<file path="src/hw/rtl/rbnh_pkg.sv">
// ---------------------------------------------------------------------------
// rbnh_pkg: shared types and constants for the ray/box nearest hit block
// Widths, payload structs, register codes and sequencer states.
// ---------------------------------------------------------------------------
package rbnh_pkg;

  localparam int MAX_BOXES  = 1024;
  localparam int IDX_W      = $clog2(MAX_BOXES);
  localparam int COORD_W    = 32;
  localparam int DIR_W      = 18;
  localparam int DIST_W     = 31;
  localparam int HIT_IDX_W  = 10;
  localparam int CFG_IDX_W  = 3;
  localparam int CFG_DATA_W = 32;
  localparam int FRAC_W     = 16;
  localparam int DIFF_W     = COORD_W + 1;
  localparam int NUM_W      = DIFF_W + FRAC_W;
  localparam int QMAG_W     = NUM_W - 1;
  localparam int T_W        = 33;

  localparam logic [DIST_W-1:0]       MAX_DIST_RST = 31'd13107200;
  localparam logic signed [DIR_W-1:0] DIR_X_RST    = 18'sd65536;

  typedef enum logic [CFG_IDX_W-1:0] {
    REG_ORIGIN_X = 3'd0,
    REG_ORIGIN_Y = 3'd1,
    REG_ORIGIN_Z = 3'd2,
    REG_DIR_X    = 3'd3,
    REG_DIR_Y    = 3'd4,
    REG_DIR_Z    = 3'd5,
    REG_MAX_DIST = 3'd6
  } cfg_reg_e;

  typedef enum logic [1:0] {
    AXIS_X = 2'd0,
    AXIS_Y = 2'd1,
    AXIS_Z = 2'd2
  } axis_e;

  typedef enum logic [2:0] {
    ST_IDLE,
    ST_AXIS,
    ST_DIV_LO,
    ST_DIV_HI,
    ST_COMMIT,
    ST_FINISH
  } state_e;

  typedef struct packed {
    logic signed [COORD_W-1:0] box_lo_x;
    logic signed [COORD_W-1:0] box_lo_y;
    logic signed [COORD_W-1:0] box_lo_z;
    logic signed [COORD_W-1:0] box_hi_x;
    logic signed [COORD_W-1:0] box_hi_y;
    logic signed [COORD_W-1:0] box_hi_z;
    logic                      last_box;
  } box_t;

  typedef struct packed {
    logic                 any_hit;
    logic [DIST_W-1:0]    hit_distance;
    logic [HIT_IDX_W-1:0] hit_box_index;
  } res_t;

  typedef struct packed {
    logic signed [COORD_W-1:0] origin_x;
    logic signed [COORD_W-1:0] origin_y;
    logic signed [COORD_W-1:0] origin_z;
    logic signed [DIR_W-1:0]   dir_x;
    logic signed [DIR_W-1:0]   dir_y;
    logic signed [DIR_W-1:0]   dir_z;
    logic [DIST_W-1:0]         max_distance;
  } ray_t;

endpackage

</file>
<file path="src/hw/rtl/rbnh_div.sv">
// ---------------------------------------------------------------------------
// rbnh_div: shared serial signed divider
// Restoring division on magnitudes, one quotient bit per cycle, quotient
// truncated toward zero. done_o pulses for one cycle with quo_o valid.
// ---------------------------------------------------------------------------
module rbnh_div import rbnh_pkg::*; (
  input  logic                    clk_i,
  input  logic                    rst_ni,
  input  logic                    start_i,
  input  logic signed [NUM_W-1:0] num_i,
  input  logic signed [DIR_W-1:0] den_i,
  output logic                    done_o,
  output logic signed [NUM_W-1:0] quo_o
);

  localparam int CNT_W = $clog2(QMAG_W + 1);

  logic [CNT_W-1:0]  cnt_q;
  logic              busy_q, done_q, neg_q;
  logic [QMAG_W-1:0] dvd_q;
  logic [DIR_W-1:0]  den_q, rem_q;
  logic [NUM_W-1:0]  num_abs;
  logic [DIR_W-1:0]  den_abs;
  logic [DIR_W:0]    shifted;
  logic [DIR_W+1:0]  trial;

  assign num_abs = num_i[NUM_W-1] ? NUM_W'(-num_i) : NUM_W'(num_i);
  assign den_abs = den_i[DIR_W-1] ? DIR_W'(-den_i) : DIR_W'(den_i);
  assign shifted = {rem_q, dvd_q[QMAG_W-1]};
  assign trial   = {1'b0, shifted} - {2'b00, den_q};

  always_ff @(posedge clk_i or negedge rst_ni) begin
    if (!rst_ni) begin
      busy_q <= 1'b0;
      done_q <= 1'b0;
      cnt_q  <= '0;
    end else begin
      done_q <= busy_q && (cnt_q == CNT_W'(1));
      if (start_i) begin
        busy_q <= 1'b1;
        cnt_q  <= CNT_W'(QMAG_W);
      end else if (busy_q) begin
        cnt_q <= cnt_q - CNT_W'(1);
        if (cnt_q == CNT_W'(1)) begin
          busy_q <= 1'b0;
        end
      end
    end
  end

  always_ff @(posedge clk_i) begin
    if (start_i) begin
      neg_q <= num_i[NUM_W-1] ^ den_i[DIR_W-1];
      dvd_q <= num_abs[QMAG_W-1:0];
      den_q <= den_abs;
      rem_q <= '0;
    end else if (busy_q) begin
      // keep the remainder when the trial subtract goes negative
      rem_q <= trial[DIR_W+1] ? shifted[DIR_W-1:0] : trial[DIR_W-1:0];
      dvd_q <= {dvd_q[QMAG_W-2:0], ~trial[DIR_W+1]};
    end
  end

  assign done_o = done_q;
  assign quo_o  = neg_q ? -$signed({1'b0, dvd_q}) : $signed({1'b0, dvd_q});

endmodule

</file>
<file path="src/hw/rtl/rbnh_core.sv">
// ---------------------------------------------------------------------------
// rbnh_core: slab clipping sequencer and query state
// Walks the three axes of one box, feeding entry and exit distances through
// the shared divider, and keeps the running nearest hit of the query.
// ---------------------------------------------------------------------------
module rbnh_core import rbnh_pkg::*; (
  input  logic              clk_i,
  input  logic              rst_ni,
  input  logic              in_valid_i,
  input  box_t              in_box_i,
  output logic              in_ready_o,
  input  ray_t              ray_i,
  input  logic              max_wr_i,
  input  logic [DIST_W-1:0] max_val_i,
  input  logic              out_free_i,
  output logic              res_load_o,
  output res_t              res_o
);

  state_e state_q, state_d;
  box_t   box_q;
  axis_e  axis_q;
  logic   hit_q;
  logic signed [T_W-1:0] tmin_q, tmax_q, t0_q;
  logic [DIST_W-1:0] near_q;
  logic [IDX_W-1:0]  near_idx_q, cnt_q;
  logic              found_q;

  logic signed [COORD_W-1:0] org, lo, hi;
  logic signed [DIR_W-1:0]   dir;
  logic signed [DIFF_W-1:0]  diff_lo, diff_hi;
  logic signed [NUM_W-1:0]   div_num, div_quo;
  logic                      div_start, div_done;
  logic                      par_pass, last_axis;
  logic signed [T_W-1:0]     t1, t_near, t_far, ntmin, ntmax;

  function automatic logic signed [T_W-1:0] clamp_t(input logic signed [NUM_W-1:0] q);
    logic signed [T_W-1:0] r;
    // anything past the top of the range rejects the same way as 2^31
    if (q[NUM_W-1]) begin
      r = '1;
    end else if (|q[NUM_W-2:T_W-1]) begin
      r = T_W'(33'h0_8000_0000);
    end else begin
      r = q[T_W-1:0];
    end
    return r;
  endfunction

  always_comb begin
    case (axis_q)
      AXIS_X: begin
        org = ray_i.origin_x; dir = ray_i.dir_x; lo = box_q.box_lo_x; hi = box_q.box_hi_x;
      end
      AXIS_Y: begin
        org = ray_i.origin_y; dir = ray_i.dir_y; lo = box_q.box_lo_y; hi = box_q.box_hi_y;
      end
      default: begin
        org = ray_i.origin_z; dir = ray_i.dir_z; lo = box_q.box_lo_z; hi = box_q.box_hi_z;
      end
    endcase
  end

  assign diff_lo   = DIFF_W'(lo) - DIFF_W'(org);
  assign diff_hi   = DIFF_W'(hi) - DIFF_W'(org);
  assign div_num   = (state_q == ST_AXIS) ? {diff_lo, {FRAC_W{1'b0}}}
                                          : {diff_hi, {FRAC_W{1'b0}}};
  assign par_pass  = !(org < lo || org > hi);
  assign last_axis = (axis_q == AXIS_Z);

  assign t1     = clamp_t(div_quo);
  assign t_near = (t0_q > t1) ? t1 : t0_q;
  assign t_far  = (t0_q > t1) ? t0_q : t1;
  assign ntmin  = (t_near > tmin_q) ? t_near : tmin_q;
  assign ntmax  = (t_far < tmax_q) ? t_far : tmax_q;

  rbnh_div u_div (
    .clk_i   (clk_i),
    .rst_ni  (rst_ni),
    .start_i (div_start),
    .num_i   (div_num),
    .den_i   (dir),
    .done_o  (div_done),
    .quo_o   (div_quo)
  );

  always_comb begin
    state_d = state_q;
    case (state_q)
      ST_IDLE:   if (in_valid_i) state_d = ST_AXIS;
      ST_AXIS: begin
        if (dir != '0) begin
          state_d = ST_DIV_LO;
        end else if (!par_pass || last_axis) begin
          state_d = ST_COMMIT;
        end
      end
      ST_DIV_LO: if (div_done) state_d = ST_DIV_HI;
      ST_DIV_HI: begin
        if (div_done) begin
          state_d = ((ntmin > ntmax) || last_axis) ? ST_COMMIT : ST_AXIS;
        end
      end
      ST_COMMIT: state_d = box_q.last_box ? ST_FINISH : ST_IDLE;
      ST_FINISH: if (out_free_i) state_d = ST_IDLE;
      default:   state_d = ST_IDLE;
    endcase
  end

  always_comb begin
    in_ready_o = (state_q == ST_IDLE);
    div_start  = ((state_q == ST_AXIS) && (dir != '0)) ||
                 ((state_q == ST_DIV_LO) && div_done);
    res_load_o = (state_q == ST_FINISH) && out_free_i;
  end

  always_ff @(posedge clk_i or negedge rst_ni) begin
    if (!rst_ni) begin
      state_q    <= ST_IDLE;
      near_q     <= MAX_DIST_RST;
      near_idx_q <= '0;
      cnt_q      <= '0;
      found_q    <= 1'b0;
    end else begin
      state_q <= state_d;
      if (max_wr_i && (cnt_q == '0) && !found_q) begin
        near_q <= max_val_i;
      end
      case (state_q)
        ST_COMMIT: begin
          if (hit_q && (tmin_q < $signed({2'b00, near_q}))) begin
            near_q     <= tmin_q[DIST_W-1:0];
            near_idx_q <= cnt_q;
            found_q    <= 1'b1;
          end
          if (cnt_q != IDX_W'(MAX_BOXES - 1)) begin
            cnt_q <= cnt_q + IDX_W'(1);
          end
        end
        ST_FINISH: begin
          if (out_free_i) begin
            near_q     <= ray_i.max_distance;
            near_idx_q <= '0;
            cnt_q      <= '0;
            found_q    <= 1'b0;
          end
        end
        default: ;
      endcase
    end
  end

  always_ff @(posedge clk_i) begin
    case (state_q)
      ST_IDLE: begin
        if (in_valid_i) begin
          box_q  <= in_box_i;
          axis_q <= AXIS_X;
          tmin_q <= '0;
          tmax_q <= $signed({2'b00, near_q});
        end
      end
      ST_AXIS: begin
        if (dir == '0) begin
          hit_q  <= par_pass;
          axis_q <= axis_e'(axis_q + 2'd1);
        end
      end
      ST_DIV_LO: if (div_done) t0_q <= clamp_t(div_quo);
      ST_DIV_HI: begin
        if (div_done) begin
          tmin_q <= ntmin;
          tmax_q <= ntmax;
          hit_q  <= !(ntmin > ntmax);
          axis_q <= axis_e'(axis_q + 2'd1);
        end
      end
      default: ;
    endcase
  end

  assign res_o.any_hit       = found_q;
  assign res_o.hit_distance  = near_q;
  assign res_o.hit_box_index = HIT_IDX_W'(near_idx_q);

endmodule

</file>
<file path="src/hw/rtl/ray_box_nearest_hit_top.sv">
// ---------------------------------------------------------------------------
// ray_box_nearest_hit_top: nearest box hit along a configured ray
// Slab test of streamed boxes against one ray, one result per query.
// ---------------------------------------------------------------------------
//   channel   signals                               word
//   in        in_valid_i / in_ready_o / in_box_i    box_t, one box
//   out       out_valid_o / out_ready_i / out_res_o res_t, one per query
//   cfg       cfg_we_i / cfg_idx_i / cfg_wdata_i    register write, no wait
//
// a box steps through its axes in turn (x, y, z), then commit and idle; a
// parallel axis needs no division, and a dividing axis has a setup step and
// two 48-bit quotients (low plane, then high plane) in the shared serial
// divider. a box stops at the first axis that misses. a last box also passes
// through finish. one box is in flight at a time.
// a result waits in the output register; a last box stalls only while the
// previous result is still held. reset loads the register defaults.
// ---------------------------------------------------------------------------
module ray_box_nearest_hit_top import rbnh_pkg::*; (
  input  logic                  clk_i,
  input  logic                  rst_ni,
  input  logic                  in_valid_i,
  output logic                  in_ready_o,
  input  box_t                  in_box_i,
  output logic                  out_valid_o,
  input  logic                  out_ready_i,
  output res_t                  out_res_o,
  input  logic                  cfg_we_i,
  input  logic [CFG_IDX_W-1:0]  cfg_idx_i,
  input  logic [CFG_DATA_W-1:0] cfg_wdata_i
);

  ray_t ray_q;
  logic out_valid_q;
  res_t res_q, core_res;
  logic res_load, out_free, max_wr;

  assign out_free = !out_valid_q || out_ready_i;
  assign max_wr   = cfg_we_i && (cfg_idx_i == REG_MAX_DIST);

  always_ff @(posedge clk_i or negedge rst_ni) begin
    if (!rst_ni) begin
      ray_q.origin_x     <= '0;
      ray_q.origin_y     <= '0;
      ray_q.origin_z     <= '0;
      ray_q.dir_x        <= DIR_X_RST;
      ray_q.dir_y        <= '0;
      ray_q.dir_z        <= '0;
      ray_q.max_distance <= MAX_DIST_RST;
    end else if (cfg_we_i) begin
      case (cfg_idx_i)
        REG_ORIGIN_X: ray_q.origin_x     <= cfg_wdata_i;
        REG_ORIGIN_Y: ray_q.origin_y     <= cfg_wdata_i;
        REG_ORIGIN_Z: ray_q.origin_z     <= cfg_wdata_i;
        REG_DIR_X:    ray_q.dir_x        <= cfg_wdata_i[DIR_W-1:0];
        REG_DIR_Y:    ray_q.dir_y        <= cfg_wdata_i[DIR_W-1:0];
        REG_DIR_Z:    ray_q.dir_z        <= cfg_wdata_i[DIR_W-1:0];
        REG_MAX_DIST: ray_q.max_distance <= cfg_wdata_i[DIST_W-1:0];
        default: ;
      endcase
    end
  end

  rbnh_core u_core (
    .clk_i      (clk_i),
    .rst_ni     (rst_ni),
    .in_valid_i (in_valid_i),
    .in_box_i   (in_box_i),
    .in_ready_o (in_ready_o),
    .ray_i      (ray_q),
    .max_wr_i   (max_wr),
    .max_val_i  (cfg_wdata_i[DIST_W-1:0]),
    .out_free_i (out_free),
    .res_load_o (res_load),
    .res_o      (core_res)
  );

  always_ff @(posedge clk_i or negedge rst_ni) begin
    if (!rst_ni) begin
      out_valid_q <= 1'b0;
    end else if (res_load) begin
      out_valid_q <= 1'b1;
    end else if (out_ready_i) begin
      out_valid_q <= 1'b0;
    end
  end

  always_ff @(posedge clk_i) begin
    if (res_load) begin
      res_q <= core_res;
    end
  end

  assign out_valid_o = out_valid_q;
  assign out_res_o   = res_q;

endmodule

</file>
<file path="config.mk">
export PLATFORM = sky130hd
export DESIGN_NAME = ray_box_nearest_hit_top
export DESIGN_NICKNAME = d
export VERILOG_FILES = /design/src/hw/rtl/rbnh_pkg.sv /design/src/hw/rtl/rbnh_div.sv /design/src/hw/rtl/rbnh_core.sv /design/src/hw/rtl/ray_box_nearest_hit_top.sv
export SDC_FILE = /design/constraint.sdc
export NUM_CORES = 2
export LEC_CHECK = 0
export ABC_CLOCK_PERIOD_IN_PS = 32299
export BUFFER_PORTS_ARGS = -buffer_cell sky130_fd_sc_hd__clkbuf_2
export CORE_MARGIN = 10
export CORE_UTILIZATION = 60
export DETAILED_ROUTE_END_ITERATION = 7
export PLACE_DENSITY = 0.78
export SLEW_MARGIN = 25
export SYNTH_ARGS = -nofsm -noshare
export SYNTH_HDL_FRONTEND = slang
export SYNTH_HIERARCHICAL = 1
export SYNTH_SLANG_ARGS = --single-unit
</file>
<file path="constraint.sdc">
create_clock -name clk_i -period 32.3 [get_ports clk_i]
set_input_delay 6.46 -clock clk_i [delete_from_list [all_inputs] [get_ports clk_i]]
set_output_delay 6.46 -clock clk_i [all_outputs]
set_load 0.02 [all_outputs]
</file>
* After elaboration in Yosys (flattened, before gate mapping)
Cells that the tools add are included.
Widths: inputs -> output; s select.
** Word-level totals
- Output and inout bits :: 44
- Flip-flop bits (word level) :: 667
- Input bits :: 233
** Cells by class
- $lt $le $gt $ge :: 7
- Eq/ne operators :: 23
- Multiplexer cells :: 58
- Reduce and logical (&&, ||, !) cells :: 45
- Add/sub/neg operators :: 9
- Bitwise gates (word level) :: 2
** Operators by type and width (count)
- $mux 33 :: 10
- $pmux 32 s2 :: 3
- $mux 48 :: 3
- $pmux 33 s2 :: 2
- $gt 33x33->1 :: 3
- $mux 49 :: 2
- $mux 31 :: 3
- $sub 32x32->33 :: 2
- $pmux 31 s2 :: 1
- $neg 48->49 :: 1
- $neg 48->48 :: 1
- $pmux 10 s2 :: 2
- $pmux 18 s2 :: 1
- $lt 33x32->1 :: 1
- $lt 33x33->1 :: 1
- $gt 32x32->1 :: 1
- $lt 32x32->1 :: 1
- $mux 10 :: 3
- $mux 3 :: 8
- $sub 19x18->20 :: 1
- $logic_not 18->1 :: 1
- $mux 18 :: 1
- $neg 18->18 :: 1
- $pmux 3 s6 :: 1
- 35 further kinds :: 90

* Depth between registers and ports, before layout
- Word-level depth :: 14
- Gate-level depth with buffers :: 50
- Mapped depth without buffers :: 43

* Cells and area by module
Netlist, hierarchy kept.
** Modules (own cells, without submodules)
- rbnh_core :: seq. area each 10238.6 um2, cells each 2479, instances 1, area an instance 23961.7 um2
- ray_box_nearest_hit_top :: seq. area each 5820.6 um2, cells each 437, instances 1, area an instance 8276.7 um2
- rbnh_div :: seq. area each 2572.5 um2, cells each 835, instances 1, area an instance 7299.5 um2

* Worst setup path after synthesis
OpenSTA, ideal clock, no wires.
- Kind :: input -> register
- From :: input port in_valid_i
- To :: register u_core.tmax_q[0] (enable)
- Arrival time :: 12.741 ns
- Cell stages on the path :: 2
- Path slack :: 19.128 ns
- Setup time :: 0.431 ns
- Cell sequence :: and2_1 nand2b_1
** On the way
- Cells in the longest elaborated chain, start to end :: 2
** RTL lines
- start: declaration :: line ray_box_nearest_hit_top.sv:21 : input logic in_valid_i,
- $ne 2x2->1 (no source line)
- $reduce_and 3->1 (no source line)
- end signal: assignment :: line rbnh_core.sv:160 : tmax_q <= $signed({2'b00, near_q});
- end signal: assignment :: line rbnh_core.sv:173 : tmax_q <= ntmax;
- end: declaration :: line rbnh_core.sv:24 : logic signed [T_W-1:0] tmin_q, tmax_q, t0_q;
No other way between the ends.
A chain may end at the register's enable or synchronous reset.

* Final worst setup path
- From :: register u_core.u_div.dvd_q[16]
- To :: register u_core.state_q[2]
** On the way
- Cells in the longest elaborated chain, start to end :: 14
- Elaborated cells between the ends (all ways) :: 17
- Those cells by class :: add/sub (1); order compare (4); mux (10); reduce/logical (2)
** RTL lines
- start: declaration :: line rbnh_div.sv:20 : logic [QMAG_W-1:0] dvd_q;
- start signal: assignment :: line rbnh_div.sv:54 : dvd_q <= num_abs[QMAG_W-1:0];
- start signal: assignment :: line rbnh_div.sv:60 : dvd_q <= {dvd_q[QMAG_W-2:0], ~trial[DIR_W+1]};
- $neg 48->49 (*) :: line rbnh_div.sv:65 : assign quo_o = neg_q ? -$signed({1'b0, dvd_q}) : $signed({1'b0, dvd_q});
- $mux 49 (*) :: line rbnh_div.sv:65
- net u_core.div_quo[36] :: line rbnh_core.sv:32 : logic signed [NUM_W-1:0] div_num, div_quo;
- $reduce_or 16->1 (*) :: line rbnh_core.sv:42 : end else if (|q[NUM_W-2:T_W-1]) begin
- $mux 33 (*) :: line rbnh_core.sv:42
- $mux 33 (*)
- $gt 33x33->1 :: line rbnh_core.sv:72, rbnh_core.sv:73
- $mux 33, on equally long branches :: line rbnh_core.sv:72, rbnh_core.sv:73
- $gt 33x33->1 / $lt 33x33->1 (equally long branches) :: line rbnh_core.sv:74, rbnh_core.sv:75
- $mux 33, on equally long branches :: line rbnh_core.sv:74, rbnh_core.sv:75
- $gt 33x33->1 (*) :: line rbnh_core.sv:101 : state_d = ((ntmin > ntmax) || last_axis) ? ST_COMMIT : ST_AXIS;
- $logic_or 1x1->1 (*) :: line rbnh_core.sv:101
- $mux 3 (*) :: line rbnh_core.sv:101
- $mux 3 (*) :: line rbnh_core.sv:100 : if (div_done) begin
- $pmux 3 s6 (*) :: line rbnh_core.sv:89 : case (state_q)
- end signal: assignment :: line rbnh_core.sv:125 : state_q <= state_d;
- end: declaration :: line rbnh_core.sv:20 : state_e state_q, state_d;
The timed path passes the listed nets; every way through them passes the cells marked *. The select of a mux whose other input is x is not followed.

==> impl_metrics.toml <==
[status]
outcome = "complete, no violations"

[worst_setup_path]
critical_path.most_common_cell = "nor4_1"
worstSetupPathType = "register to register"
startpoint_type = "register"
required_ps = 32770
critPathSlowestCell = "nor4_1"
critPathArrivalTime_ps = 13080
cp_max_fo = 60
cpPeakStageDelay_ps = 660
cp-end-kind = "register"

[power_and_ir_drop]
power.leakage_uw = 0.0187
finalPower_uw = 4450
max-vdd-ir-drop_uv = 65.8
p_per_area_nw_per_um2 = 101

[route]
dr_total_vias = 30300
vias_per_cell = 6.14
dr.pass1.iters = 7
drtAntennaViolNets = 0
drc = 0
drt-total-wl_mm = 109
wl_per_cell_um = 22.2
drt_iter0_markers = 3054

[yosys]
yosysUniqueCellTypes = 96
synth_async_sr_flop_share_pct = 36.7
synth-compound-area-share_pct = 15.3
synth_top_family_by_area = "compound AO/OA/AOI/OAI gates"
ys_seq_area_share_pct = 47.1
synthMuxAreaShare_pct = 9.13
synthCells = 3751
synth-xor-area-share_pct = 4.01
synthAdderAreaFrac_pct = 8.19
ys_dominant_reg_cell = "edfxtp_1"
synth_area_um2 = 39500
yosys.area_share.simple_pct = 12.1
synth_edf_count = 404
synth.avg_cell_area_um2 = 10.5
ys_seq_elements = 667
yosysWarnings = 6

[sta]
relSlewSlack_pct = 36.3
finalCriticalPeriod_ps = 12610
fin_skew_ps = 25.4
rsz0062_at_grt = "no"
tns_ps = 0
finalSetupViolCount = 0
slew_violations = 0
timing.final.ws_setup_ps = 19690
hold_violations = 0
tightest_slew_ps = 956
fin_crit_sh_pct = 39.0
clock.fmax_mhz = 79.3

[final_layout]
layout-drive-gt1-share_pct = 19.2
utilization_pct = 67.4
final_nets = 4497
areaGrowthSynthToFinish_pct = 11.7

[floorplanning]
ios = 277
fp-row-count = 94
die_area_um2 = 76600
core_um2 = 65500
die_height_um = 277
die_w_um = 277
start_util_pct = 60.4

[global_routing]
gr-total-overflow = 0
grt_pass1_vias = 29000
grt_usage_pct = 27.7
grt_pass1_wl_mm = 169
grt_max_degree = 119
antenna_found_initial = 10

[clocking]
clk_latency_ps = 640
cts_tree = "yes"
cts_hold_buf = 0
cts_buffer_depth = 3
cts_sinks = 667
cts_max_level = 3
post_cts_buffers = 0
ctsResizeCount = 0
clockRootBuffer = "clkbuf_16"
cts.clk_slew.worst_paths_ps = 60
cts_buffers = 71

[placement]
place_congestion = 0.994
place_ws_ps = 20020
dp_hpwl_mm = 80.3
io_buffers = 276

[job]
max_cap_viol_count = 0

[worst_hold_path]
min_path_type = "register to register"
==> routing by layer <==
layer / global-route usage, % / part of all wire, % / vias up
met4: 11.0 / 3.9 / 6
met3: 5.03 / 8.2 / 207
met1: 37.9 / 43 / 14600
met5: 0 / 0.044 / -
met2: 43.0 / 45 / 1240
li1: - / - / 14200
==> cell families after synthesis <==
family	count (synthesis)
other cells	1
flops	667
compound gates	924
xor+xnor	181
mux	307
buf+inv	401
fa+ha+maj	257
simple gates	1013
==> synthesized netlist by cell type, drive strengths merged, types with 30 or more instances <==
library cell    n  area share (%)
nand2b         30            0.47
inv           220             2.1
a21o           79             1.5
edfxtp        404              31
clkbuf        124             1.2
buf            56            0.89
mux2i          52             1.6
nand3          55            0.74
xnor2         114             2.5
and2           44            0.70
nor2          228             2.2
nand2         433             4.1
ha            253             8.0
o31ai          36            0.72
nand4          44            0.70
nor3           38            0.54
o21ai         218             2.8
dfrtp         238              15
a22oi          81             1.5
xor2           67             1.5
o221a          33            0.94
mux2          255             7.5
a22o           35            0.78
a21oi         265             3.4
==> metrics by stage <==
stage | hold WS [ps] | instances | area [um2]
2_1_floorplan | 425 | 3803 | 39700
3_3_place_gp | 430 | 4799 | 41800
3_5_place_dp | 434 | 4799 | 41800
4_1_cts | 450 | 4931 | 44100
5_1_grt | 454 | 4932 | 44200
6_report | 455 | 4933 | 44200
==> state kept, by name, indices dropped and copies added (netlist names), 2 cells and up <==
name / cells
u_core/tmin_q: 33
u_core/u_div/cnt_q: 6
u_core/u_div/rem_q: 18
u_core/axis_q: 2
u_core/near_idx_q: 10
u_core/state_q: 3
u_core/box_q: 193
u_core/t0_q: 33
u_core/tmax_q: 33
out_res_o: 42
u_core/cnt_q: 10
u_core/near_q: 31
u_core/u_div/den_q: 18
u_core/u_div/dvd_q: 48
ray_q: 181
==> placed cells by master (no fill, tap or decap), drive strengths merged, types with 11 or more instances in the layout <==
cell,count
a211oi,15
a21o,79
a21oi,265
a22o,35
a22oi,81
a311oi,13
and2,44
and3,21
buf,37
clkbuf,368
clkinv,29
conb,53
dfrtp,238
dfxtp,18
edfxtp,404
ha,253
inv,223
mux2,255
mux2i,52
nand2,433
nand2b,30
nand3,55
nand4,44
nor2,228
nor2b,23
nor3,38
nor4,28
o211ai,15
o21a,19
o21ai,218
o21bai,11
o221a,33
o31ai,36
o41ai,22
or3,23
or4,12
xnor2,114
xor2,67
==> final timing paths <==
kind                                                   from                            end  slack (ps)  cells past startpoint
hold reg to reg            u_core/near_idx_q[8]$_DFFE_PN0P_         out_res_o[8]$_DFFE_PP_         450                      0
hold / removal             u_core/near_idx_q[8]$_DFFE_PN0P_         out_res_o[8]$_DFFE_PP_         450                      0
setup reg to reg           u_core/u_div/dvd_q[16]$_DFFE_PP_  u_core/state_q[2]$_DFFE_PN0P_       19690                     44
max in group asynchronous                            rst_ni  u_core/u_div/busy_q$_DFF_PN0_       24210                      3
setup / recovery           u_core/u_div/dvd_q[16]$_DFFE_PP_  u_core/state_q[2]$_DFFE_PN0P_       19690                     44
min in group asynchronous                            rst_ni          ray_q[37]$_DFFE_PN0P_        5870                      1
==> where the power goes <==
part	leakage (uW)	switching (uW)	internal (uW)	total, uW
Sequential	0.00683	168	1170	1340
Clock	0.00115	355	474	829
Combinational	0.0107	1370	903	2280
Total	0.0187	1900	2550	4450
==> cell type report <==
class	count	area [um2]
Multi-Input combinational cell	2735	19600
Timing Repair Buffer	312	1670
Clock inverter	39	453
Antenna cell	2	5.00
Inverter	221	832
Sequential cell	667	18600
Tap cell	864	1080
Clock buffer	93	1910
Fill cell	4999	21400
==> worst max-delay path, delay by kind of cell (launching register included) <==
| family | cells | cell delay, ps |
|---|---|---|
| flip-flops | 1 | 460 |
| multiplexers | 2 | 630 |
| adder cells (fa/ha/maj) | 3 | 870 |
| XOR/XNOR | 1 | 100 |
| AND/OR/NAND/NOR | 19 | 5650 |
| buffers and inverters | 4 | 1480 |
| AO/OA/AOI/OAI | 15 | 3170 |
Note: power is estimated with default switching activity, not from simulation.
